--- config.mk ---
export PLATFORM = sky130hd
export DESIGN_NAME = lfg_front
export DESIGN_NICKNAME = d
export VERILOG_FILES = /design/src/sv/lfg_pkg.sv /design/src/sv/lfg_front.sv
export SDC_FILE = /design/constraint.sdc
export NUM_CORES = 1
export LEC_CHECK = 0
export ABC_AREA = 1
export BUFFER_PORTS_ARGS = -buffer_cell sky130_fd_sc_hd__buf_4
export CAP_MARGIN = 20
export CORE_MARGIN = 1.5
export CORE_UTILIZATION = 48
export DETAILED_ROUTE_END_ITERATION = 8
export HOLD_SLACK_MARGIN = 0.08
export PLACE_DENSITY = 0.82
export SLEW_MARGIN = 20
export SYNTH_ARGS = -nofsm -noshare
export SYNTH_HDL_FRONTEND = slang
export SYNTH_SLANG_ARGS = --single-unit
export TNS_END_PERCENT = 5
--- constraint.sdc ---
create_clock -name clk_i -period 16.2 [get_ports clk_i]
set_clock_uncertainty 0.05 [all_clocks]
set_input_delay 3.24 -clock clk_i [delete_from_list [all_inputs] [get_ports clk_i]]
set_output_delay 3.24 -clock clk_i [all_outputs]
set_load 0.1 [all_outputs]
--- src/sv/lfg_pkg.sv ---
`timescale 1ns / 1ps
// ----------------------------------------------------------------------------
// Linear fade gain package
// Shared widths, register indexes, item types and the classification codes
// passed from the front end to the back end.
// ----------------------------------------------------------------------------
package lfg_pkg;

  localparam int unsigned FRAME_BITS     = 40;
  localparam int unsigned SAMPLE_BITS    = 24;
  localparam int unsigned GAIN_BITS      = 16;
  localparam int unsigned Q_BITS         = 16;          // fade position fraction
  localparam int unsigned T_BITS         = Q_BITS + 1;  // position incl. 1.0
  localparam int unsigned CFG_INDEX_BITS = 8;
  localparam int unsigned CFG_DATA_BITS  = FRAME_BITS;

  // Cycles from the accepting edge to the edge that takes the result.
  localparam int unsigned LFG_LATENCY    = Q_BITS + 6;

  localparam logic [CFG_INDEX_BITS-1:0] REG_GAIN_START = CFG_INDEX_BITS'(0);
  localparam logic [CFG_INDEX_BITS-1:0] REG_GAIN_END   = CFG_INDEX_BITS'(1);
  localparam logic [CFG_INDEX_BITS-1:0] REG_FADE_START = CFG_INDEX_BITS'(2);
  localparam logic [CFG_INDEX_BITS-1:0] REG_FADE_END   = CFG_INDEX_BITS'(3);

  typedef enum logic [1:0] {
    CLS_ZERO = 2'd0,   // before the fade: t = 0
    CLS_ONE  = 2'd1,   // after the fade: t = 1.0
    CLS_DIV  = 2'd2    // inside the fade: t from the divider
  } lfg_cls_e;

  typedef struct packed {
    logic [FRAME_BITS-1:0]         frame_index;
    logic signed [SAMPLE_BITS-1:0] sample_in;
  } lfg_in_t;

  typedef struct packed {
    logic signed [SAMPLE_BITS-1:0] sample_out;
    logic                          clipped;
  } lfg_out_t;

  typedef struct packed {
    logic [GAIN_BITS-1:0]  gain_start;
    logic [GAIN_BITS-1:0]  gain_end;
    logic [FRAME_BITS-1:0] fade_start_frame;
    logic [FRAME_BITS-1:0] fade_end_frame;
  } lfg_cfg_t;

  typedef struct packed {
    lfg_cls_e                      cls;
    logic [FRAME_BITS-1:0]         rem;
    logic [FRAME_BITS-1:0]         span;
    logic signed [SAMPLE_BITS-1:0] sample;
  } lfg_job_t;

endpackage

--- src/sv/lfg_front.sv ---
`timescale 1ns / 1ps
// ----------------------------------------------------------------------------
// Linear fade gain front end
// Accepts items, classifies the frame against the fade window and registers
// the divider operands for the back end.
// ----------------------------------------------------------------------------
module lfg_front (
  input  logic             clk_i,
  input  logic             rst_ni,
  input  logic             start_i,
  input  lfg_pkg::lfg_in_t item_i,
  input  lfg_pkg::lfg_cfg_t cfg_i,
  output logic             busy_o,
  output logic             job_valid_o,
  output lfg_pkg::lfg_job_t job_o,
  input  logic             job_ready_i
);
  import lfg_pkg::*;

  logic     job_valid_q;
  lfg_job_t job_q, job_d;
  logic     accept;

  assign busy_o = job_valid_q & ~job_ready_i;
  assign accept = start_i & ~busy_o;

  always_comb begin
    job_d.rem    = item_i.frame_index - cfg_i.fade_start_frame;
    job_d.span   = cfg_i.fade_end_frame - cfg_i.fade_start_frame;
    job_d.sample = item_i.sample_in;
    if (cfg_i.fade_end_frame <= cfg_i.fade_start_frame) begin
      // Empty window: step to the end gain at the start frame.
      job_d.cls = (item_i.frame_index >= cfg_i.fade_start_frame) ? CLS_ONE : CLS_ZERO;
    end else if (item_i.frame_index <= cfg_i.fade_start_frame) begin
      job_d.cls = CLS_ZERO;
    end else if (item_i.frame_index >= cfg_i.fade_end_frame) begin
      job_d.cls = CLS_ONE;
    end else begin
      job_d.cls = CLS_DIV;
    end
  end

  always_ff @(posedge clk_i or negedge rst_ni) begin
    if (!rst_ni) begin
      job_valid_q <= 1'b0;
    end else if (accept) begin
      job_valid_q <= 1'b1;
    end else if (job_ready_i) begin
      job_valid_q <= 1'b0;
    end
  end

  always_ff @(posedge clk_i) begin
    if (accept) begin
      job_q <= job_d;
    end
  end

  assign job_valid_o = job_valid_q;
  assign job_o       = job_q;

endmodule

Yosys cells after proc, flatten, opt, wreduce, memory -nomap -nowiden
Cells that the tools add are included.

cells by class
  add/subtract/negate cells = 2
  $lt $le $gt $ge = 4
  muxes and demuxes = 6
  reductions and logical operators = 1
  bitwise gates (word level) = 4

operators with widths
  cell               number
  $ge 40x40->1       2
  $le 40x40->1       2
  $sub 40x40->40     2
  $mux 2             3
  $mux 1             3
  $and 1x1->1        2
  $not 1->1          2
  $reduce_bool 2->1  1

word-level totals
  logic and storage cells = 22
  bits of input ports = 180
  output and inout port bits = 108
  register bits = 107

Longest topological paths before layout
Gate-level depths: netlist of the first run.

  depth after elaboration = 5
  gate-level depth with buffers = 16
  gate-level depth less buffers = 16

Worst setup path before layout of the first run
Ideal clock, no wire load.

  path type = input to register
  from = in job_ready_i
  to = reg job_q, in the netlist job_o[0] (enable)
  setup slack = 7.264 ns
  data arrival time = 8.314 ns
  library setup time = 0.571 ns
  required time = 15.579 ns
  path buffers = 0
  cell stages on the path = 4
  cell sequence = inv_1 -> nand2_1 -> inv_1 -> nor2_1

between the ends
  longest elaborated chain between the ends = 4

RTL lines
  item                  RTL line         text
  start, declared       lfg_front.sv:16  input logic job_ready_i
  $not 1->1             lfg_front.sv:24  assign busy_o = job_valid_q & ~job_ready_i;
  $and 1x1->1           lfg_front.sv:24
  via busy_o            lfg_front.sv:13  output logic busy_o,
  $not 1->1             lfg_front.sv:25  assign accept = start_i & ~busy_o;
  $and 1x1->1           lfg_front.sv:25
  via accept            lfg_front.sv:22  logic accept;
  end signal, assigned  lfg_front.sv:55  job_q <= job_d;
  end, declared         lfg_front.sv:21  lfg_job_t job_q, job_d;

The timed path passes the listed nets, and every way through them passes these cells.
A chain may end at the register's enable or synchronous reset.

Worst setup path in the final report of the first run
  from = in job_ready_i
  to = out busy_o

between the ends
  longest elaborated chain between the ends = 2

RTL lines
  item           RTL line
  $not 1->1      lfg_front.sv:24
  $and 1x1->1    lfg_front.sv:24
  end, declared  lfg_front.sv:13

Every way passes these cells.

==> results.toml, run 1 <==
[grt]
grt_overflow = 0
grt_pass1_wl_um = 48200
grt_max_degree = 63
grt_pass1_vias = 9447
antenna_found_initial = 0
track_usage = 0.292

[cells_and_area]
antennaDiodeCount = 0
fin_cells = 1870
layout.nets = 1897
drive_gt1_frac = 0.192
synthToLayoutAreaGrowth_pct = 26.3

[pwr]
peakVddDrop_uv = 47.4
power_density_nw_per_um2 = 88.6
leakage_nw = 6.38

[worst_setup_path]
critPathBufInv = 4
path_max_fanout = 2
regToRegSetupSlack_ns = 13.88
cpMaxStageDelayCell = "buf_4"
r2r-start = "job_valid_o"
cp_slowest_stage_delay_ns = 0.31
cp_data_required_time_ns = 12.91
critPathKind = "in -> out"
cp_top_family = "buffers and inverters"
start_kind = "input pin"
ff2ff_path_depth = 5
cp-startpoint = "job_ready_i"
path_depth = 5
critical_path_arrival_ns = 3.88
end_kind = "output port"
crit_chain = "buf_4 -> inv_1 -> nand2_1 -> inv_1 -> buf_4"
timing.rr.end = "job_o[44]"

[yosys]
ys_async_sr_fraction = 0.00935
synth_area_um2 = 9780
synth_compound_area_frac = 0.117
ys_top_cells_by_area = "edfxtp_1 33%, ha_1 15%, nand2_1 14%"
synth_common_cells = "364 x nand2_1, 212 x inv_1, 135 x nor2_1"
ys_seq_area_frac = 0.328
syn_area_per_cell_um2 = 7.37
yosysTopAreaCell = "edfxtp_1"
synth_top_family_by_area = "simple AND/OR/NAND/NOR gates"
ys.flop_type = "edfxtp_1"
synth-adder-area-share = 0.158
synth-xor-area-share = 0.0492
synth_top_area_frac = 0.325
synth_cell_types = 37
syn_nets = 1629
synth-edff-count = 106
ys_warn_count = 0
yosysMostFrequentCell = "nand2_1"
yosys.area_share.simple = 0.266
ys_ff_latch = 107
synthMuxAreaShare = 0
netlist_instances = 1327

[drt]
route.detailed.drc = 0
wl_met3_um = 1460
antenna_left = 0
route.met2.wl_um = 14700
wirelength_um = 31400
via_per_inst = 5.18
drtPass1Iterations = 5
initialDrtViolationCount = 550
highest_layer = "met4"
wl_met1_um = 14400
wl_per_cell_um = 16.8
dr_total_vias = 9688

[timing]
fin_setup_tns_ns = 0
final-max-slew-violation-count = 0
hold_viol = 0
rsz0062_at_grt = "false"
period_share = 0.442
fmax_mhz = 140
period_minus_slack_ns = 7.17
setup_viol = 0
slew-limit-headroom = 0.464
worst_pin_slew_ns = 0.804

[clocking]
cts_buffers = 9
insertion_delay_ns = 0.35
clock-sinks = 107
cts_tree = "built"
cts_hold_buffers = 0
ctsRootBufferMaster = "clkbuf_16"
clk_path_buf_depth = 2
cts.clk_slew.worst_paths_ns = 0.07
cts_max_level = 3
postCtsSetupBuffers = 0
cts_resized = 0

[floorplanning]
io-pin-count = 288
rows = 52
core_um2 = 20100
die_area_um2 = 21200
die_h_um = 146
start_util = 0.487
die_width_um = 146

[run]
max_cap_violations = 0

[placed_design]
io_buffers = 255
dp_cells = 1854
hpwl_um = 26900
place.gp.congestion = 1.00

[min_path]
hold_path_class = "reg -> reg"
min_from = "job_valid_o"
min_to = "job_valid_o"
holdPathStages = 2

[run_status]
status = "complete, no violations"
==> stage by stage <==
step           worst slack [ns]  hold WS (ns)  utilization  instance area, um2  total power [mW]
6_report                   9.03         0.458        0.615               12400              1.10
5_1_grt                    8.98         0.494        0.615               12400              1.14
4_1_cts                    9.03         0.457        0.615               12400              1.10
3_5_place_dp               9.03         0.440        0.600               12100             0.868
3_3_place_gp               9.06         0.430        0.600               12100             0.864
2_1_floorplan              7.26         0.963            -                9780             0.733
==> state kept, by name (all words and copies together), names as in the netlist <==
register,cells
job_o,106
job_valid_o,1
==> power breakdown <==
group / internal (mW) / switching, mW
Sequential: 0.344 / 0.00696
Clock: 0.109 / 0.119
Combinational: 0.138 / 0.378
==> how the worst max path moves through the flow <==
stage / endpoint / slack, ns
after floorplan: job_o[0] / 7.26
after global placement: busy_o / 9.06
after detailed placement: busy_o / 9.03
after CTS: busy_o / 9.03
after global routing: busy_o / 8.98
final: busy_o / 9.03
==> worst reg2reg max path, delay by kind of cell, from the launching register on <==
| kind | cells | cell delay (ns) |
|---|---|---|
| buffers and inverters | 3 | 1.28 |
| DFF | 1 | 0.38 |
| and+or+nand+nor | 2 | 0.17 |
==> per-layer routing <==
layer	GRT usage	up-vias
met5	0	-
met4	0.101	0
met3	0.0301	53
met2	0.494	295
met1	0.391	4436
li1	-	4904
==> layout make-up <==
| class | instances | area, um2 |
|---|---|---|
| inverter | 214 | 803 |
| clock buffer | 9 | 225 |
| sequential | 107 | 3210 |
| multi-input combinational | 1006 | 5780 |
| tap | 270 | 338 |
| timing repair buffer | 257 | 1930 |
| clock inverter | 7 | 71.3 |
| fill | 1887 | 7750 |
==> cell families after synthesis <==
family | Yosys count
AO/OA/AOI/OAI | 205
adder cells (fa/ha/maj) | 122
AND/OR/NAND/NOR | 624
flip-flops | 107
XOR/XNOR | 55
buffers and inverters | 214
==> layout by cell type, fill, tap and decap left out, drive strengths merged, types with 2 or more instances in the layout <==
master	netlist	final
a21boi	3	3
a21o	10	10
a21oi	112	112
a31oi	3	3
and2	3	3
and3	2	2
buf	0	257
clkbuf	0	9
clkinv	2	6
edfxtp	106	106
fa	2	2
ha	120	120
inv	212	215
nand2	380	380
nand3	53	53
nand3b	3	3
nand4	15	15
nor2	142	142
nor3	18	18
nor4	6	6
o21a	10	10
o21ai	52	52
o21bai	13	13
or2	2	2
xnor2	6	6
xor2	49	49
(Power assumes the default switching activity.)
==> run 2: changes to the inputs <==
ABC_AREA = 0   (was 1)
PLACE_DENSITY = 0.83   (was 0.82)
clock period = 7.4 ns   (was 16.2 ns; I/O delays follow)
==> run 2 against run 1 <==
Effect of this change:
- via count decreased by 18%
- register-to-register slack got worse by 8.7 ns
- synthesized area decreased by 9.8%
- clock power increased by 100%
- first-iteration DRC count increased by 3.3%
- die area decreased by 9.6%
- worst setup slack got worse by 5.8 ns
- critical path depth increased by 8
- total power increased by 110%
- wire length decreased by 16%
- non-clock buffer count decreased by 1
- synthesized cell count decreased by 31%
- critical endpoint is now job_o[104]
==> results.toml, run 2 <==
[yosys]
ys_seq_area_frac = 0.364
synth_common_cells = "120 x ha_1, 106 x edfxtp_1, 103 x inv_1"
syn_area_per_cell_um2 = 9.66
yosysMostFrequentCell = "ha_1"
syn_nets = 1215
synth_cell_types = 73
ys_top_cells_by_area = "edfxtp_1 36%, ha_1 17%, a21o_1 4.9%"
ys_ff_latch = 107
ys.flop_type = "edfxtp_1"
netlist_instances = 913
synth_area_um2 = 8820
ys_async_sr_fraction = 0.00935
yosysTopAreaCell = "edfxtp_1"
synth-edff-count = 106
synth_top_area_frac = 0.361
ys_warn_count = 0

[clocking]
clock-sinks = 107
ctsRootBufferMaster = "clkbuf_16"
postCtsSetupBuffers = 0
cts_hold_buffers = 0
cts_max_level = 3
clk_path_buf_depth = 2
insertion_delay_ns = 0.35
cts_buffers = 9
cts_tree = "built"
cts_resized = 0
cts.clk_slew.worst_paths_ns = 0.08

[worst_setup_path]
end_kind = "flop"
start_kind = "input pin"
critical_path_arrival_ns = 4.22
path_max_fanout = 5
critPathKind = "in -> reg"
r2r-start = "job_valid_o"
cp_data_required_time_ns = 7.48
cp-startpoint = "cfg_i[0]"

[cells_and_area]
synthToLayoutAreaGrowth_pct = 27.3
final_common_cell = "buf_4"
layout_common_cells = "256 x buf_4, 120 x ha_1, 106 x edfxtp_1"
layout.nets = 1464
largest_register_ffs = 106
fin_cells = 1397
drive_gt1_frac = 0.251
design_area_um2 = 11200

[floorplanning]
die_area_um2 = 19200
io-pin-count = 288
core_um2 = 18000
die_width_um = 139
die_h_um = 139
rows = 49
start_util = 0.490

[min_path]
min_from = "job_valid_o"
hold_path_class = "reg -> reg"

[timing]
fin_setup_tns_ns = 0
fmax_mhz = 242
hold_viol = 0
setup_viol = 0
rsz0062_at_grt = "false"
final-max-slew-violation-count = 0
slew-limit-headroom = 0.446
period_share = 0.560
period_minus_slack_ns = 4.14
worst_pin_slew_ns = 0.830
setup_slack_ns = 3.26

[pwr]
switching_share = 0.436
p_switching_mw = 1.01
peakVddDrop_uv = 158
p_seq_frac = 0.333
power_density_nw_per_um2 = 207
pwr-share-comb = 0.466
power.internal_mw = 1.31
leakage_nw = 5.36
pwr-share-clk = 0.201

[placed_design]
pre_cts_ws_ns = 2.95
io_buffers = 255
place.gp.congestion = 0.973
dp_cells = 1380
hpwl_um = 21500
dpl_cell_area_um2 = 11000

[grt]
grt_pass1_vias = 7500
grt_pass1_wl_um = 39900
grt_max_degree = 68
track_usage = 0.265
antenna_found_initial = 2
grt_overflow = 0

[drt]
dr_total_vias = 7935
via_per_inst = 5.68
wirelength_um = 26200
initialDrtViolationCount = 568
wl_per_cell_um = 18.8
drtPass1Iterations = 5
route.detailed.drc = 0
antenna_left = 0

[run]
max_cap_violations = 0

[run_status]
status = "complete, no violations"
## run 2: cell count changes after synthesis, sizes merged, moves of 26 or more
cell	before	now
nand2	380	46
inv	212	103
nor2	142	44
a21o	10	58
xnor2	6	46
nand3	53	16
a21oi	112	86
## run 2: metrics by stage
stage	utilization	hold WS (ns)	power (mW)
2_1_floorplan	-	1.01	1.59
3_3_place_gp	0.608	0.471	1.85
3_5_place_dp	0.608	0.493	1.85
4_1_cts	0.623	0.512	2.33
5_1_grt	0.623	0.539	2.42
6_report	0.623	0.500	2.32
## run 2: cell families after synthesis
family	share of synthesized area
AND/OR/NAND/NOR	0.117
XOR/XNOR	0.0695
multiplexers	0.00227
adder cells (fa/ha/maj)	0.175
buffers and inverters	0.0526
flip-flops	0.364
AO/OA/AOI/OAI	0.220
## run 2: worst max-delay path, stage by stage
cell and delay (ns):
buf_4 0.10, inv_1 0.05, ha_1 0.23, fa_1 0.42, nand2b_1 0.19, a21oi_1 0.23
o211ai_1 0.21, a31oi_1 0.23, nor2_1 0.15, o221ai_2 0.28, a211oi_1 0.15, a31o_2 0.28
o211a_1 0.22
## run 2: path summary, 6_finish.rpt
path	to	slack [ns]	cells after the start
max	job_o[104]	3.26	13
min	job_valid_o	0.50	2
max reg2reg	job_o[58]	5.18	3
min reg2reg	job_valid_o	0.50	2
max in group asynchronous	job_valid_o	6.38	1
min in group asynchronous	job_valid_o	0.84	1
## run 2: per-layer routing
| layer | wire, um | track usage | vias to the layer above | part of all wire |
|---|---|---|---|---|
| met5 | 0 | 0 | - | 0 |
| met4 | 947 | 0.115 | 0 | 0.036 |
| met3 | 1560 | 0.0380 | 51 | 0.060 |
| met2 | 11800 | 0.419 | 338 | 0.45 |
| met1 | 11900 | 0.364 | 3662 | 0.45 |
| li1 | - | - | 3884 | - |
## run 2: layout make-up
cell class                      instances  area (um2)
Fill cell                            1578        6790
Clock buffer                            9         225
Sequential cell                       107        3210
Timing Repair Buffer                  256        1920
Antenna cell                            2        5.00
Multi-Input combinational cell        685        5150
Clock inverter                          6        47.5
Tap cell                              229         287
Inverter                              103         387
## run 2: power by group through the flow
stage               combinational (mW)  sequential [mW]  clock [mW]
global placement                  1.06            0.786           0
CTS                               1.07            0.775       0.477
global route                      1.14            0.780       0.498
floorplan                        0.390             1.21           0
finish                            1.08            0.774       0.466
detailed placement                1.07            0.787           0
==> run 3: changes to the inputs <==
CORE_UTILIZATION = 47   (was 48)
PLACE_DENSITY = 0.85   (was 0.83)
clock period = 3.4 ns   (was 7.4 ns; I/O delays follow)
==> run 3 against run 2 <==
Effect of this change:
- die area up 2.1%
- hold slack got worse by 0.064 ns
- critical path depth fell by 2
- final cell count is 3.4% higher
- cell area is 3.7% higher
- critical path type unchanged
- critical endpoint is now job_o[57]
- largest power group unchanged
- highest routed layer unchanged
==> results.toml, run 3 (synthesis results as in run 2) <==
[timing]
period_minus_slack_ns = 3.11
setup_viol = 0
rsz0062_at_grt = "false"
fin_setup_tns_ns = 0
fmax_mhz = 322
slew-limit-headroom = 0.614
period_share = 0.915
whs_ns = 0.436
worst_pin_slew_ns = 0.579
final-max-slew-violation-count = 0
hold_viol = 0

[grt]
grt_max_degree = 107
antenna_found_initial = 1
track_usage = 0.270
grt_pass1_vias = 7810
grt_pass1_wl_um = 41100
grt_overflow = 0

[drt]
dr_total_vias = 8138
drtPass1Iterations = 5
antenna_left = 0
via_per_inst = 5.63
wl_per_cell_um = 18.5
wirelength_um = 26700
route.detailed.drc = 0
initialDrtViolationCount = 565

[clocking]
cts_hold_buffers = 1
cts.clk_slew.worst_paths_ns = 0.08
cts_tree = "built"
cts_max_level = 3
cts_resized = 0
ctsRootBufferMaster = "clkbuf_16"
cts_buffers = 9
clk_path_buf_depth = 2
postCtsSetupBuffers = 0
clock-sinks = 107
insertion_delay_ns = 0.36

[floorplanning]
core_um2 = 18200
io-pin-count = 288
start_util = 0.485
rows = 49
die_h_um = 140
die_area_um2 = 19600
die_width_um = 140

[pwr]
power_density_nw_per_um2 = 449
leakage_nw = 5.61
total_power_mw = 5.23
peakVddDrop_uv = 270

[cells_and_area]
layout_common_cells = "302 x buf_4, 120 x ha_1, 106 x edfxtp_1"
largest_register_ffs = 106
drive_gt1_frac = 0.281
fill_cells = 1524
final_common_cell = "buf_4"
synthToLayoutAreaGrowth_pct = 32.0
layout.nets = 1512
fin_cells = 1445

[worst_setup_path]
cpMaxStageDelayCell = "a2111o_1"
regToRegSetupSlack_ns = 1.83
timing.rr.end = "job_o[80]"
path_max_fanout = 2
start_kind = "input pin"
cp_data_required_time_ns = 3.44
r2r-start = "job_valid_o"
critPathKind = "in -> reg"
endpoint = "job_o[57]"
crit_chain = "buf_4 -> inv_1 -> ha_1 -> a2111o_1 -> o211ai_2 -> nand2_1 -> a221oi_2 -> nor4_1 -> o41ai_2 -> mux2i_1 -> o221ai_1"
cp-startpoint = "cfg_i[46]"
cp_slowest_stage_delay_ns = 0.45
critical_path_arrival_ns = 3.14
ff2ff_path_depth = 3
end_kind = "flop"

[run_status]
status = "complete, no violations"

[placed_design]
place.gp.congestion = 0.984
io_buffers = 255
hpwl_um = 21800
dp_cells = 1427

[run]
max_cap_violations = 0

[min_path]
hold_path_class = "in -> reg"
holdPathStages = 1
## run 3: worst min-delay path by stage
stage | startpoint | slack (ns) | to
after global routing | item_i[1] | 0.42 | job_o[1]
after CTS | item_i[7] | 0.42 | job_o[7]
after global placement | rst_ni | 0.41 | job_valid_o
final | item_i[23] | 0.44 | job_o[23]
after floorplan | rst_ni | 0.33 | job_valid_o
after detailed placement | rst_ni | 0.41 | job_valid_o
## run 3: metal layers
metal,global-route usage,routed length [um],vias up
li1,-,-,3988
met1,0.362,11800,3770
met2,0.432,12100,322
met3,0.0485,1770,58
met4,0.116,1070,0
met5,0,0,-
## run 3: worst max-delay path, delay by kind of cell
kind	cells	cell delay [ns]
AO/OA/AOI/OAI	5	1.53
adder cells (fa/ha/maj)	1	0.25
multiplexers	1	0.23
AND/OR/NAND/NOR	2	0.23
buffers and inverters	2	0.21
## run 3: report_power, final
part	switching (mW)	total (mW)	internal (mW)
clock network	0.569	1.10	0.532
registers	0.0380	1.68	1.64
logic	1.68	2.44	0.764
## run 3: final cells by class
type	instances	area (um2)	share of cell area
Clock buffer	9	225	0.0193
Clock inverter	7	86.3	0.00741
Tap cell	229	287	0.0246
Multi-Input combinational cell	685	5150	0.443
Timing Repair Buffer	304	2300	0.197
Inverter	103	387	0.0332
Sequential cell	107	3210	0.275
Antenna cell	1	2.50	0.000215
## run 3: per-stage QoR
step           setup slack, ns  area, um2  utilization
2_1_floorplan            0.220       8820            -
3_3_place_gp            0.0247      11300        0.622
3_5_place_dp           -0.0264      11300        0.622
4_1_cts                  0.357      11600        0.639
5_1_grt                  0.165      11600        0.640
6_report                 0.290      11600        0.640
