## src/sv/lfg_pkg.sv

```systemverilog
`timescale 1ns / 1ps
// ----------------------------------------------------------------------------
// Linear fade gain package
// Shared widths, register indexes, item types and the classification codes
// passed from the front end to the back end.
// ----------------------------------------------------------------------------
package lfg_pkg;

  localparam int unsigned FRAME_BITS     = 40;
  localparam int unsigned SAMPLE_BITS    = 24;
  localparam int unsigned GAIN_BITS      = 16;
  localparam int unsigned Q_BITS         = 16;          // fade position fraction
  localparam int unsigned T_BITS         = Q_BITS + 1;  // position incl. 1.0
  localparam int unsigned CFG_INDEX_BITS = 8;
  localparam int unsigned CFG_DATA_BITS  = FRAME_BITS;

  // Cycles from the accepting edge to the edge that takes the result.
  localparam int unsigned LFG_LATENCY    = Q_BITS + 6;

  localparam logic [CFG_INDEX_BITS-1:0] REG_GAIN_START = CFG_INDEX_BITS'(0);
  localparam logic [CFG_INDEX_BITS-1:0] REG_GAIN_END   = CFG_INDEX_BITS'(1);
  localparam logic [CFG_INDEX_BITS-1:0] REG_FADE_START = CFG_INDEX_BITS'(2);
  localparam logic [CFG_INDEX_BITS-1:0] REG_FADE_END   = CFG_INDEX_BITS'(3);

  typedef enum logic [1:0] {
    CLS_ZERO = 2'd0,   // before the fade: t = 0
    CLS_ONE  = 2'd1,   // after the fade: t = 1.0
    CLS_DIV  = 2'd2    // inside the fade: t from the divider
  } lfg_cls_e;

  typedef struct packed {
    logic [FRAME_BITS-1:0]         frame_index;
    logic signed [SAMPLE_BITS-1:0] sample_in;
  } lfg_in_t;

  typedef struct packed {
    logic signed [SAMPLE_BITS-1:0] sample_out;
    logic                          clipped;
  } lfg_out_t;

  typedef struct packed {
    logic [GAIN_BITS-1:0]  gain_start;
    logic [GAIN_BITS-1:0]  gain_end;
    logic [FRAME_BITS-1:0] fade_start_frame;
    logic [FRAME_BITS-1:0] fade_end_frame;
  } lfg_cfg_t;

  typedef struct packed {
    lfg_cls_e                      cls;
    logic [FRAME_BITS-1:0]         rem;
    logic [FRAME_BITS-1:0]         span;
    logic signed [SAMPLE_BITS-1:0] sample;
  } lfg_job_t;

endpackage

```

## src/sv/lfg_queue.sv

```systemverilog
`timescale 1ns / 1ps
// ----------------------------------------------------------------------------
// Linear fade gain job queue
// Two-entry queue that decouples the front end from the back end.
// ----------------------------------------------------------------------------
module lfg_queue (
  input  logic              clk_i,
  input  logic              rst_ni,
  input  logic              push_valid_i,
  input  lfg_pkg::lfg_job_t push_job_i,
  output logic              push_ready_o,
  output logic              pop_valid_o,
  output lfg_pkg::lfg_job_t pop_job_o
);
  import lfg_pkg::*;

  localparam int unsigned DEPTH     = 2;
  localparam int unsigned PTR_BITS  = $clog2(DEPTH);
  localparam int unsigned CNT_BITS  = $clog2(DEPTH + 1);

  lfg_job_t              mem [DEPTH];
  logic [PTR_BITS-1:0]   wr_ptr_q, rd_ptr_q;
  logic [CNT_BITS-1:0]   count_q, count_d;
  logic                  push, pop;

  assign push_ready_o = (count_q != CNT_BITS'(DEPTH));
  assign pop_valid_o  = (count_q != '0);
  assign push         = push_valid_i & push_ready_o;
  // The back end never stalls: drain one entry every cycle.
  assign pop          = pop_valid_o;
  assign pop_job_o    = mem[rd_ptr_q];

  always_comb begin
    count_d = count_q;
    if (push && !pop) begin
      count_d = count_q + CNT_BITS'(1);
    end else if (pop && !push) begin
      count_d = count_q - CNT_BITS'(1);
    end
  end

  always_ff @(posedge clk_i or negedge rst_ni) begin
    if (!rst_ni) begin
      wr_ptr_q <= '0;
      rd_ptr_q <= '0;
      count_q  <= '0;
    end else begin
      count_q <= count_d;
      if (push) begin
        wr_ptr_q <= (wr_ptr_q == PTR_BITS'(DEPTH - 1)) ? '0 : wr_ptr_q + PTR_BITS'(1);
      end
      if (pop) begin
        rd_ptr_q <= (rd_ptr_q == PTR_BITS'(DEPTH - 1)) ? '0 : rd_ptr_q + PTR_BITS'(1);
      end
    end
  end

  always_ff @(posedge clk_i) begin
    if (push) begin
      mem[wr_ptr_q] <= push_job_i;
    end
  end

endmodule

```

## config.mk

```make
export PLATFORM = sky130hd
export DESIGN_NAME = lfg_queue
export DESIGN_NICKNAME = d
export VERILOG_FILES = /design/src/sv/lfg_pkg.sv /design/src/sv/lfg_queue.sv
export SDC_FILE = /design/constraint.sdc
export NUM_CORES = 1
export LEC_CHECK = 0
export ABC_AREA = 1
export BUFFER_PORTS_ARGS = -buffer_cell sky130_fd_sc_hd__clkbuf_2
export CORE_MARGIN = 5
export CORE_UTILIZATION = 45
export CTS_CLUSTER_DIAMETER = 40
export CTS_CLUSTER_SIZE = 40
export DETAILED_ROUTE_END_ITERATION = 6
export PLACE_DENSITY_LB_ADDON = 0.08
export SLEW_MARGIN = 20
export SYNTH_ARGS = -nofsm -noshare
export SYNTH_HDL_FRONTEND = slang
export SYNTH_SLANG_ARGS = --single-unit
```

## constraint.sdc

```tcl
create_clock -name clk_i -period 6.1 [get_ports clk_i]
set_input_delay 0 -clock clk_i [delete_from_list [all_inputs] [get_ports clk_i]]
set_output_delay 0 -clock clk_i [all_outputs]
set_load 0.02 [all_outputs]
```

**Word-level counts from Yosys, hierarchy flattened**

Memory sizes are Yosys's and may differ from the RTL's.
Cells that the tools add are included.

- Reduce and logical (&&, ||, !) cells: 6
- Multiplexer cells: 6
- $add $sub $neg: 4
- Equality and inequality tests: 1
- Bitwise logic cells: 1

Operators with widths:

| cell | number |
|---|---|
| 1-bit two-way mux | 4 |
| 2-bit two-way mux | 2 |
| 2-bit nonzero test | 2 |
| 1-bit adder, second input constant | 2 |
| 2-bit by 1-bit adder with 2-bit output, second input constant | 1 |
| 1-bit logical AND | 2 |
| 1-bit logical NOT | 2 |
| 2-bit != test, second input constant | 1 |
| 2-bit by 1-bit subtractor with 2-bit output, second input constant | 1 |
| 1-bit AND | 1 |

- Output and inout port bits: 108
- Memories: 1
- Word-level logic and storage cells: 22
- Flip-flop bits (word level): 4
- Bits in writable memories: 212

Memory list:

| memory | words | width | rd ports | clocked after Yosys merged registers in | write ports | RTL line | text |
|---|---|---|---|---|---|---|---|
| mem | 2 | 106 | 1 | 0 | 1 | lfg_queue.sv:21 | `lfg_job_t mem [DEPTH];` |

**Longest topological paths before layout**

Gate-level depths: netlist of the first run.

- Word-level depth: 6
- Gate-level depth with buffers: 10
- Gate-level depth less buffers: 10

**Least setup slack after synthesis of the first run**

No wires, ideal clock.

- Kind: register to register
- From: reg count_q[0]
- To: mem mem[0][0] in the netlist's numbering (enable)
- Data arrival time: 5.184 ns
- Path buffers: 0
- Period minus slack after synthesis: 5.756 ns
- Stages on the path, launching flop included: 5
- Setup slack: 0.344 ns
- Required time: 5.528 ns
- Cell sequence: dfrtp_1 > inv_1 > nand2_1 > nand2_1 > nor2_1

- Longest elaborated chain between the ends: 4

RTL lines:

| element | RTL line | text |
|---|---|---|
| start, declared | lfg_queue.sv:23 | `logic [CNT_BITS-1:0] count_q, count_d;` |
| start signal, assigned | lfg_queue.sv:48 | `count_q <= count_d;` |
| 2-bit != test | lfg_queue.sv:26 | `assign push_ready_o = (count_q != CNT_BITS'(DEPTH));` |
| named net push_ready_o | lfg_queue.sv:11 | `output logic push_ready_o,` |
| 1-bit AND | lfg_queue.sv:28 | `assign push = push_valid_i & push_ready_o;` |
| 1-bit two-way mux | lfg_queue.sv:59 | `if (push) begin` |
| 1-bit two-way mux (not written as such) | lfg_queue.sv:60 | `mem[wr_ptr_q] <= push_job_i;` |
| end, declared | lfg_queue.sv:21 |  |

The timed path passes the listed nets, and every way through them passes these cells.

==> results of run 1 <==
-- state kept, by name, indices dropped and copies added (netlist names) --
signal    flops
count_q       2
wr_ptr_q      1
mem         212
rd_ptr_q      1
-- synth_stat cells --
cell type	n
sky130_fd_sc_hd__nand2_1	324
sky130_fd_sc_hd__edfxtp_1	212
sky130_fd_sc_hd__buf_2	15
sky130_fd_sc_hd__inv_1	7
sky130_fd_sc_hd__buf_6	5
sky130_fd_sc_hd__dfrtp_1	4
sky130_fd_sc_hd__buf_4	3
sky130_fd_sc_hd__nor2_1	3
sky130_fd_sc_hd__xor2_1	2
sky130_fd_sc_hd__ha_1	1
sky130_fd_sc_hd__inv_4	1
sky130_fd_sc_hd__nand3_1	1
sky130_fd_sc_hd__nand4_1	1
sky130_fd_sc_hd__xnor2_1	1
-- worst max-delay path, delay by kind of cell (launching register included) --
| family | cells | cell delay (ns) |
|---|---|---|
| buffers and inverters | 2 | 0.88 |
| flip-flops | 1 | 0.69 |
| AND/OR/NAND/NOR | 2 | 0.27 |
-- area by class of cell --
cell class                      count  area, µm²
Multi-Input combinational cell    333       1290
Clock buffer                       29        726
Inverter                            8       35.0
Tap cell                          225        282
Timing Repair Buffer              330       2210
Fill cell                        1302       6040
Clock inverter                     22        239
Sequential cell                   216       6470
-- stage by stage --
stage	utilization [%]	setup slack, ns	hold slack, ns	instance area [µm²]	instances
finish	65.1	3.66	0.203	11300	1163
global route	65.1	3.48	0.189	11300	1163
CTS	65.0	3.50	0.174	11300	1163
detailed placement	53.2	4.06	-0.179	9200	1003
global placement	53.2	4.08	-0.189	9200	1003
floorplan	-	0.344	-0.296	7930	580
-- repair_timing --
action,in CTS,in global routing
hold endpoints to repair,217,0
hold buffers,109,0
setup endpoints to repair,0,0
-- logic make-up after synthesis --
| logic type | synth area share, % |
|---|---|
| and+or+nand+nor | 15.6 |
| DFF | 81.5 |
| buffers and inverters | 2.35 |
| xor gates and xnor gates | 0.331 |
| adders and majority gates | 0.158 |
-- final timing paths --
check / startpoint / to / slack (ns) / cells after the start
worst min register to register: count_q[0] / count_q[0] / 0.54 / 1
min in group asynchronous: rst_ni / wr_ptr_q / 0.41 / 3
worst max-delay path: rd_ptr_q / pop_job_o[95] / 3.66 / 4
worst min-delay path: push_job_i[67] / mem[1][67] / 0.20 / 2
worst max register to register: count_q[0] / mem[1][66] / 4.13 / 5
max in group asynchronous: rst_ni / rd_ptr_q / 5.49 / 3
-- power breakdown --
group | internal, mW | switching (mW) | total, mW
logic | 0.522 | 1.35 | 1.87
registers | 2.03 | 0.113 | 2.15
clock network | 0.984 | 0.664 | 1.65
total | 3.54 | 2.12 | 5.66
-- metal layers --
| layer | part of all wire, % | track usage, % | wire length [µm] |
|---|---|---|---|
| met5 | 0 | 0 | 0 |
| met4 | 2.8 | 5.70 | 503 |
| met1 | 41 | 22.2 | 7420 |
| met3 | 7.7 | 4.02 | 1370 |
| met2 | 48 | 28.4 | 8610 |
==> qor.txt, run 1 <==
======================================================================================
ANT nets after route                                                                 0
Floorplan die height                                                            143 µm
Cells along the critical path                                             buf_4 -> nand2_1 -> nand2_1 -> clkbuf_2
Number of buffers created by CTS                                                    28
Maximum VDD drop                                                              0.335 mV
Area of the core                                                            17,300 µm²
Register bit total from synthesis                                                  216
Via count                                                                        5,376
TritonCTS clock tree                                                             built
Period Utilization, post-route                                                   40.0%
DIE AREA                                                                    20,400 µm²
Resized Gates After CTS                                                              0
Number of antenna violations at the first check in global routing                    0
Source-to-sink clock delay at the later pin of the worst-skew pair             0.52 ns
Max cap viols                                                                        0
Slowest cell on the critical path                                         sky130_fd_sc_hd__buf_4
Global route overflow                                                                0
Synth area leaders                                                        sky130_fd_sc_hd__edfxtp_1 80%, sky130_fd_sc_hd__nand2_1 15%, sky130_fd_sc_hd__dfrtp_1 1.3%, sky130_fd_sc_hd__buf_2 0.95%, sky130_fd_sc_hd__buf_6 0.71%
Buffers added on ports                                                             216
Number of ports placed on the die boundary                                         217
Data required time at the worst endpoint                                       6.10 ns
Maximum fanout along the worst path                                                 74
Worst-margin pin slew                                                         0.855 ns
Routed WL per cell                                                             15.4 µm
Startpoint types                                                             flip-flop
Number of buffers on the longest clock path                                          3
Kind of end point of the critical path                                      output pin
Number of nets in the synthesized netlist                                          690
Library cell with the largest summed area after synthesis                 sky130_fd_sc_hd__edfxtp_1
Final routed wirelength across all metal layers                              17,900 µm
Vias in the first global route                                                   5,398
Final net count                                                                  1,027
Count of routing violations after the opening detailed-route iteration             237
Netlist area before placement                                                 7930 µm²
Clock root buffer                                                         sky130_fd_sc_hd__clkbuf_16
Setup repair after global routing missed its margin                              false
Crit-path max cell delay                                                       0.71 ns
Most frequent cells in the layout                                         324 x sky130_fd_sc_hd__nand2_1, 216 x sky130_fd_sc_hd__clkbuf_2, 212 x sky130_fd_sc_hd__edfxtp_1, 109 x sky130_fd_sc_hd__dlygate4sd3_1, 29 x sky130_fd_sc_hd__clkbuf_16
N_diodes                                                                             0
Min cycle time layout                                                          2.44 ns
Count of warnings emitted by yosys                                                   0
Max-slew violation count                                                             0
Result of the run                                                         complete, no violations
Number of detailed-routing iterations run before antenna repair                      4
Total DRC errors in the routed layout                                                0
Power per unit of standard cell area                                        503 nW/µm²
Area share of the largest cell type after synthesis                              80.3%
Leakage                                                                        4.88 nW
Clk sink count                                                                     216
Hold Crit Class                                                                 in2reg
Wire length of the first global-routing pass                                 27,400 µm
Sequential area share after synthesis                                            81.5%
Most common cell after layout, fill and taps aside                        sky130_fd_sc_hd__nand2_1
Fmax                                                                           409 MHz
Tot GR Track Use                                                                 17.1%
Mapped Cells                                                                       580
Clock-pin slew on the worst setup and hold paths                               0.06 ns
Starting density of the core                                                     45.8%
Max H-tree Level                                                                     1
Rel. slew slack                                                                  43.0%
CP arrival                                                                     2.44 ns
Most repeated library cell on the critical path                           sky130_fd_sc_hd__nand2_1
Detailed-route vias per instance                                                  4.62
Final Skew                                                                   0.0105 ns
Weighted congestion reported at the end of routability-driven placement          0.748
Die extent in x                                                                 143 µm
Startpoint-to-endpoint class of the critical path                              reg2out
Standard-cell rows                                                                  48
Half-perimeter wire length of the detailed placement result                  10,600 µm
Post-synth cell types                                                               14
Setup TNS                                                                         0 ns
Share of cells above drive strength 1                                            29.3%
Area growth syn-to-layout                                                        41.9%
Pin count of the biggest net entering global routing                               108
Final setup violating endpoints                                                      0
Final Hold Vio Count                                                                 0
Buffers inserted during post-CTS setup optimization                                  0
Overall power consumption                                                      5.66 mW
Post-Syn Area per Cell                                                        13.7 µm²
======================================================================================
Note: power is estimated with default switching activity, not from simulation.
==> inputs of run 2 (changes only) <==
==> constraint.sdc (replaced) <==
create_clock -name clk_i -period 2.5 [get_ports clk_i]
set_input_delay 0 -clock clk_i [delete_from_list [all_inputs] [get_ports clk_i]]
set_output_delay 0 -clock clk_i [all_outputs]
set_load 0.02 [all_outputs]
==> qor.txt, run 2 (same netlist as run 1, synthesis figures left out) <==
======================================================================================
Result of the run                                                         complete, no violations   unchanged
N_diodes                                                                             0   unchanged
Inst Count DP                                                                    1,009   was 1,003
Slowest cell on the critical path                                         sky130_fd_sc_hd__dfrtp_4   was sky130_fd_sc_hd__buf_4
Most common cell after layout, fill and taps aside                        sky130_fd_sc_hd__nand2_1   unchanged
Vias in the first global route                                                   5,612   was 5,398
Share of cells above drive strength 1                                            29.5%   was 29.3%
Routed WL per cell                                                             15.1 µm   was 15.4 µm
Clock root buffer                                                         sky130_fd_sc_hd__clkbuf_16   unchanged
Largest registers in the final layout                                     mem (212), count_q (2)   unchanged
Register name with the most flops                                                  mem   unchanged
Weighted congestion reported at the end of routability-driven placement          0.748   about the same
Min cycle time layout                                                          2.20 ns
Hold path start                                                           push_job_i[12]   was push_job_i[67]
Wire length of the first global-routing pass                                 27,800 µm   was 27,400 µm
Power per unit of standard cell area                                       1220 nW/µm²   was 503 nW/µm²
Crit-path leading delay family                                            buffers and inverters   unchanged
Internal cell power                                                            8.71 mW   was 3.54 mW
Rel. slew slack                                                                  63.1%   was 43.0%
Final net count                                                                  1,032   was 1,027
Number of buffers created by CTS                                                    27   was 28
Area of the core                                                            17,300 µm²   unchanged
Leakage                                                                        4.90 nW   was 4.88 nW
Worst path buffer plus inverter count                                                3   was 2
Number of buffers on the longest clock path                                          3   unchanged
Buffers added on ports                                                             216   unchanged
Overall power consumption                                                      13.7 mW   was 5.66 mW
Clk sink count                                                                     216   unchanged
Global route overflow                                                                0   unchanged
Tot GR Track Use                                                                 17.1%   about the same
Data required time at the worst endpoint                                       2.50 ns   was 6.10 ns
Startpoint-to-endpoint class of the critical path                              reg2out   unchanged
Starting density of the core                                                     45.8%   unchanged
Total DRC errors in the routed layout                                                0   unchanged
ANT nets after route                                                                 0   unchanged
Floorplan die height                                                            143 µm   unchanged
Source-to-sink clock delay at the later pin of the worst-skew pair             0.51 ns   was 0.52 ns
Switching power share of the total                                               36.5%   was 37.5%
Number of antenna violations at the first check in global routing                    0   unchanged
Critical path origin                                                          rd_ptr_q   unchanged
Setup repair after global routing missed its margin                              false   unchanged
Final routed wirelength across all metal layers                              17,600 µm   was 17,900 µm
TritonCTS clock tree                                                             built   unchanged
Most frequent cells in the layout                                         322 x sky130_fd_sc_hd__nand2_1, 216 x sky130_fd_sc_hd__clkbuf_2, 212 x sky130_fd_sc_hd__edfxtp_1, 109 x sky130_fd_sc_hd__dlygate4sd3_1, 27 x sky130_fd_sc_hd__clkbuf_16   was 324 x sky130_fd_sc_hd__nand2_1, 216 x sky130_fd_sc_hd__clkbuf_2, 212 x sky130_fd_sc_hd__edfxtp_1, 109 x sky130_fd_sc_hd__dlygate4sd3_1, 29 x sky130_fd_sc_hd__clkbuf_16
Final setup violating endpoints                                                      0   unchanged
Buffers inserted during post-CTS setup optimization                                  0   unchanged
Cells along the critical path                                             inv_6 -> buf_4 -> nand2_1 -> nand2_1 -> clkbuf_2   was buf_4 -> nand2_1 -> nand2_1 -> clkbuf_2
Combinational cell fraction of total power                                       33.8%   was 33.0%
Startpoint types                                                             flip-flop   unchanged
Detailed-route vias per instance                                                  4.57   was 4.62
Sequential fraction of design power                                              38.3%   was 37.9%
Kind of end point of the critical path                                      output pin   unchanged
Max reg flops                                                                      212   unchanged
Net Sw Power                                                                   5.00 mW   was 2.12 mW
Area growth syn-to-layout                                                        42.3%   was 41.9%
Via count                                                                        5,340   was 5,376
Die extent in x                                                                 143 µm   unchanged
Final cell count without fillers                                                 1,168   was 1,163
Worst-margin pin slew                                                         0.554 ns   was 0.855 ns
CP arrival                                                                     2.20 ns   was 2.44 ns
DIE AREA                                                                    20,400 µm²   unchanged
Power share of the clock group                                                   27.9%   was 29.1%
Max-slew violation count                                                             0   unchanged
Fmax                                                                           455 MHz
Max H-tree Level                                                                     1   unchanged
Count of routing violations after the opening detailed-route iteration             258   was 237
Most repeated library cell on the critical path                           sky130_fd_sc_hd__nand2_1   unchanged
Final Hold Vio Count                                                                 0   unchanged
Maximum VDD drop                                                              0.801 mV   was 0.335 mV
Worst flop-to-flop path startpoint                                          count_q[0]   unchanged
Crit-path max cell delay                                                       0.66 ns   was 0.71 ns
Hold Crit Class                                                                 in2reg   unchanged
Period Utilization, post-route                                                   87.8%
Half-perimeter wire length of the detailed placement result                  10,900 µm   was 10,600 µm
Final Skew                                                                   0.0102 ns   was 0.0105 ns
Number of ports placed on the die boundary                                         217   unchanged
Max cap viols                                                                        0   unchanged
Pin count of the biggest net entering global routing                                93   was 108
Number of detailed-routing iterations run before antenna repair                      4   unchanged
Standard-cell rows                                                                  48   unchanged
Clock-pin slew on the worst setup and hold paths                               0.06 ns   about the same
Maximum fanout along the worst path                                                 43   was 74
======================================================================================
[run 2: layer usage]
layer,routed length (µm),GRT usage (%),vias to the layer above
met5,0,0,-
met4,240,4.15,0
met3,1320,3.78,25
met2,9060,30.7,166
met1,7020,21.1,2504
li1,-,-,2645
[run 2: final timing paths]
kind / cells after the start / endpoint / slack [ns]
setup / recovery: 5 / pop_job_o[75] / 0.30
hold / removal: 2 / mem[1][12] / 0.21
setup reg to reg: 5 / mem[1][58] / 0.86
hold reg to reg: 1 / count_q[0] / 0.55
max in group asynchronous: 3 / rd_ptr_q / 1.90
min in group asynchronous: 3 / rd_ptr_q / 0.41
[run 2: what timing repair did]
action / CTS / global route
hold endpoints to repair: 218 / 0
endpoints found under the setup margin: 0 / 1
hold buffers: 109 / 0
resized for setup: 0 / 1
[run 2: area by class of cell]
class | count | area, µm²
sequential | 216 | 6470
fill | 1302 | 6010
timing repair buffer | 336 | 2280
multi-input combinational | 333 | 1310
clock buffer | 29 | 683
tap | 225 | 282
clock inverter | 21 | 225
inverter | 8 | 35.0
[run 2: power groups by stage]
stage               combinational [mW]  clock (mW)  sequential [mW]
finish                            4.64        3.82             5.25
global route                      5.13        4.09             5.33
CTS                               4.74        3.92             5.26
detailed placement                4.59           0             5.33
global placement                  4.54           0             5.30
floorplan                         3.06           0             5.21
[run 2: per-stage QoR]
stage	hold slack (ns)	TNS [ns]	setup slack, ns	cell area (µm²)	util (%)
after floorplan	-0.296	-27.59	-0.140	7960	-
after global placement	-0.183	0	0.720	9280	53.7
after detailed placement	-0.186	0	0.684	9280	53.7
after CTS	0.190	0	0.123	11300	65.2
after global routing	0.203	0	0.123	11300	65.2
final	0.214	0	0.304	11300	65.2
==> inputs of run 3 (changes only) <==
==> constraint.sdc (replaced) <==
create_clock -name clk_i -period 2.45 [get_ports clk_i]
set_input_delay 0 -clock clk_i [delete_from_list [all_inputs] [get_ports clk_i]]
set_output_delay 0 -clock clk_i [all_outputs]
set_load 0.02 [all_outputs]
==> qor.txt, run 3 (same netlist as run 1, synthesis figures left out) <==
======================================================================================
Starting density of the core                                                     45.8%   unchanged
Net Sw Power                                                                   5.18 mW   was 5.00 mW
Number of antenna violations at the first check in global routing                    0   unchanged
Final Skew                                                                  0.00886 ns   was 0.0102 ns
Min cycle time layout                                                          2.21 ns
CP arrival                                                                     2.21 ns   was 2.20 ns
Combinational cell fraction of total power                                       33.2%   was 33.8%
Final cell count without fillers                                                 1,171   was 1,168
TritonCTS clock tree                                                             built   unchanged
Switching power share of the total                                               36.1%   was 36.5%
Detailed-route vias per instance                                                  4.54   was 4.57
Half-perimeter wire length of the detailed placement result                  10,800 µm   was 10,900 µm
Routed WL per cell                                                             15.2 µm   was 15.1 µm
Leakage                                                                        4.95 nW   was 4.90 nW
Share of cells above drive strength 1                                            30.0%   was 29.5%
Number of buffers created by CTS                                                    29   was 27
Clk sink count                                                                     216   unchanged
Worst path buffer plus inverter count                                                3   unchanged
Buffers added on ports                                                             216   unchanged
Worst-margin pin slew                                                         0.571 ns   was 0.554 ns
Floorplan die height                                                            143 µm   unchanged
Standard-cell rows                                                                  48   unchanged
Power share of the clock group                                                   29.6%   was 27.9%
Worst flop-to-flop path startpoint                                          count_q[0]   unchanged
Final setup violating endpoints                                                      0   unchanged
Number of detailed-routing iterations run before antenna repair                      5   was 4
Data required time at the worst endpoint                                       2.45 ns   was 2.50 ns
Vias in the first global route                                                   5,431   was 5,612
Rel. slew slack                                                                  61.9%   was 63.1%
Register name with the most flops                                                  mem   unchanged
Kind of end point of the critical path                                      output pin   unchanged
Wire length of the first global-routing pass                                 27,500 µm   was 27,800 µm
Weighted congestion reported at the end of routability-driven placement          0.764   was 0.748
Hold path start                                                           push_job_i[75]   was push_job_i[12]
Startpoint-to-endpoint class of the critical path                              reg2out   unchanged
Via count                                                                        5,314   was 5,340
Most repeated library cell on the critical path                           sky130_fd_sc_hd__nand2_1   unchanged
Tot GR Track Use                                                                 17.1%   about the same
Most frequent cells in the layout                                         322 x sky130_fd_sc_hd__nand2_1, 216 x sky130_fd_sc_hd__clkbuf_2, 212 x sky130_fd_sc_hd__edfxtp_1, 109 x sky130_fd_sc_hd__dlygate4sd3_1, 29 x sky130_fd_sc_hd__clkbuf_16   was 322 x sky130_fd_sc_hd__nand2_1, 216 x sky130_fd_sc_hd__clkbuf_2, 212 x sky130_fd_sc_hd__edfxtp_1, 109 x sky130_fd_sc_hd__dlygate4sd3_1, 27 x sky130_fd_sc_hd__clkbuf_16
Maximum fanout along the worst path                                                 40   was 43
DIE AREA                                                                    20,400 µm²   unchanged
Fillcell total                                                                   1,252   was 1,302
Final net count                                                                  1,031   was 1,032
Global route overflow                                                                0   unchanged
Worst reg2reg setup slack                                                      0.80 ns   was 0.86 ns
Largest registers in the final layout                                     mem (212), count_q (2)   unchanged
Sequential fraction of design power                                              37.2%   was 38.3%
Setup TNS                                                                         0 ns   unchanged
Number of ports placed on the die boundary                                         217   unchanged
Max cap viols                                                                        0   unchanged
Startpoint types                                                             flip-flop   unchanged
Hold Crit Class                                                                 in2reg   unchanged
Clock-pin slew on the worst setup and hold paths                               0.06 ns   about the same
Total DRC errors in the routed layout                                                0   unchanged
Area growth syn-to-layout                                                        43.8%   was 42.3%
Setup repair after global routing missed its margin                              false   unchanged
Final routed wirelength across all metal layers                              17,800 µm   was 17,600 µm
Internal cell power                                                            9.18 mW   was 8.71 mW
Slowest cell on the critical path                                         sky130_fd_sc_hd__dfrtp_4   unchanged
Fmax                                                                           452 MHz
Max-slew violation count                                                             0   unchanged
ANT nets after route                                                                 0   unchanged
Most common cell after layout, fill and taps aside                        sky130_fd_sc_hd__nand2_1   unchanged
Crit-path leading delay family                                            buffers and inverters   unchanged
Source-to-sink clock delay at the later pin of the worst-skew pair             0.52 ns   was 0.51 ns
Final std cell area, no fill                                                11,400 µm²   was 11,300 µm²
Resized Gates After CTS                                                              0   unchanged
Max reg flops                                                                      212   unchanged
Clock root buffer                                                         sky130_fd_sc_hd__clkbuf_16   unchanged
Result of the run                                                         complete, no violations   unchanged
Count of routing violations after the opening detailed-route iteration             232   was 258
Max H-tree Level                                                                     1   unchanged
Area of the core                                                            17,300 µm²   unchanged
Maximum VDD drop                                                              0.933 mV   was 0.801 mV
Period Utilization, post-route                                                   90.4%
Inst Count DP                                                                    1,006   was 1,009
Cells along the critical path                                             inv_4 -> buf_12 -> nand2_1 -> nand2_1 -> clkbuf_2   was inv_6 -> buf_4 -> nand2_1 -> nand2_1 -> clkbuf_2
Crit-path max cell delay                                                       0.64 ns   was 0.66 ns
Final Hold Vio Count                                                                 0   unchanged
Number of buffers on the longest clock path                                          3   unchanged
Die extent in x                                                                 143 µm   unchanged
Buffers inserted during post-CTS setup optimization                                  0   unchanged
Critical path origin                                                          rd_ptr_q   unchanged
Pin count of the biggest net entering global routing                                93   unchanged
Post-CTS Hold Fix Bufs                                                             109   unchanged
Power per unit of standard cell area                                       1260 nW/µm²   was 1220 nW/µm²
Cell area after placement                                                     9280 µm²   about the same
======================================================================================
## run 3: cell count changes in the layout (fill, tap and decap cells not counted), sizes merged
cell	change
buf	-3
clkinv	-4
diode	+2
bufinv	-1
clkbuf	+9
## run 3: power groups by stage
stage,clock (mW),sequential [mW],combinational [mW]
finish,4.24,5.35,4.77
global route,4.53,5.42,5.24
CTS,4.34,5.36,4.86
detailed placement,0,5.43,4.70
global placement,0,5.40,4.66
floorplan,0,5.31,3.12
## run 3: per-stage QoR
stage	util, %	hold slack [ns]	setup WS [ns]	power [mW]
2_1_floorplan	-	-0.296	-0.190	8.44
3_3_place_gp	53.7	-0.181	0.755	10.1
3_5_place_dp	53.7	-0.178	0.738	10.1
4_1_cts	65.9	0.182	0.173	14.6
5_1_grt	65.9	0.185	0.0508	15.2
6_report	65.9	0.209	0.236	14.4
## run 3: layer usage
layer,vias up,share of wire (%),track usage [%]
li1,2648,-,-
met1,2478,40,20.6
met2,165,51,30.3
met3,23,7.4,4.25
met4,0,1.8,5.45
met5,-,0,0
## run 3: final timing paths
path | cells past startpoint | end
setup / recovery | 5 | pop_job_o[76]
hold / removal | 2 | mem[0][75]
setup reg to reg | 5 | mem[1][103]
hold reg to reg | 1 | count_q[0]
max in group asynchronous | 3 | rd_ptr_q
min in group asynchronous | 3 | wr_ptr_q
## run 3: area by class of cell
class / instances / area (µm²) / share of cell area (%)
multi-input cells: 333 / 1310 / 11.5
diodes: 2 / 5.00 / 0.0439
flip-flops and latches: 216 / 6470 / 56.7
repair buffers: 333 / 2280 / 20.0
well taps: 225 / 282 / 2.47
clock buffers: 38 / 830 / 7.27
clock inverters: 16 / 198 / 1.73
inverters: 8 / 32.5 / 0.285
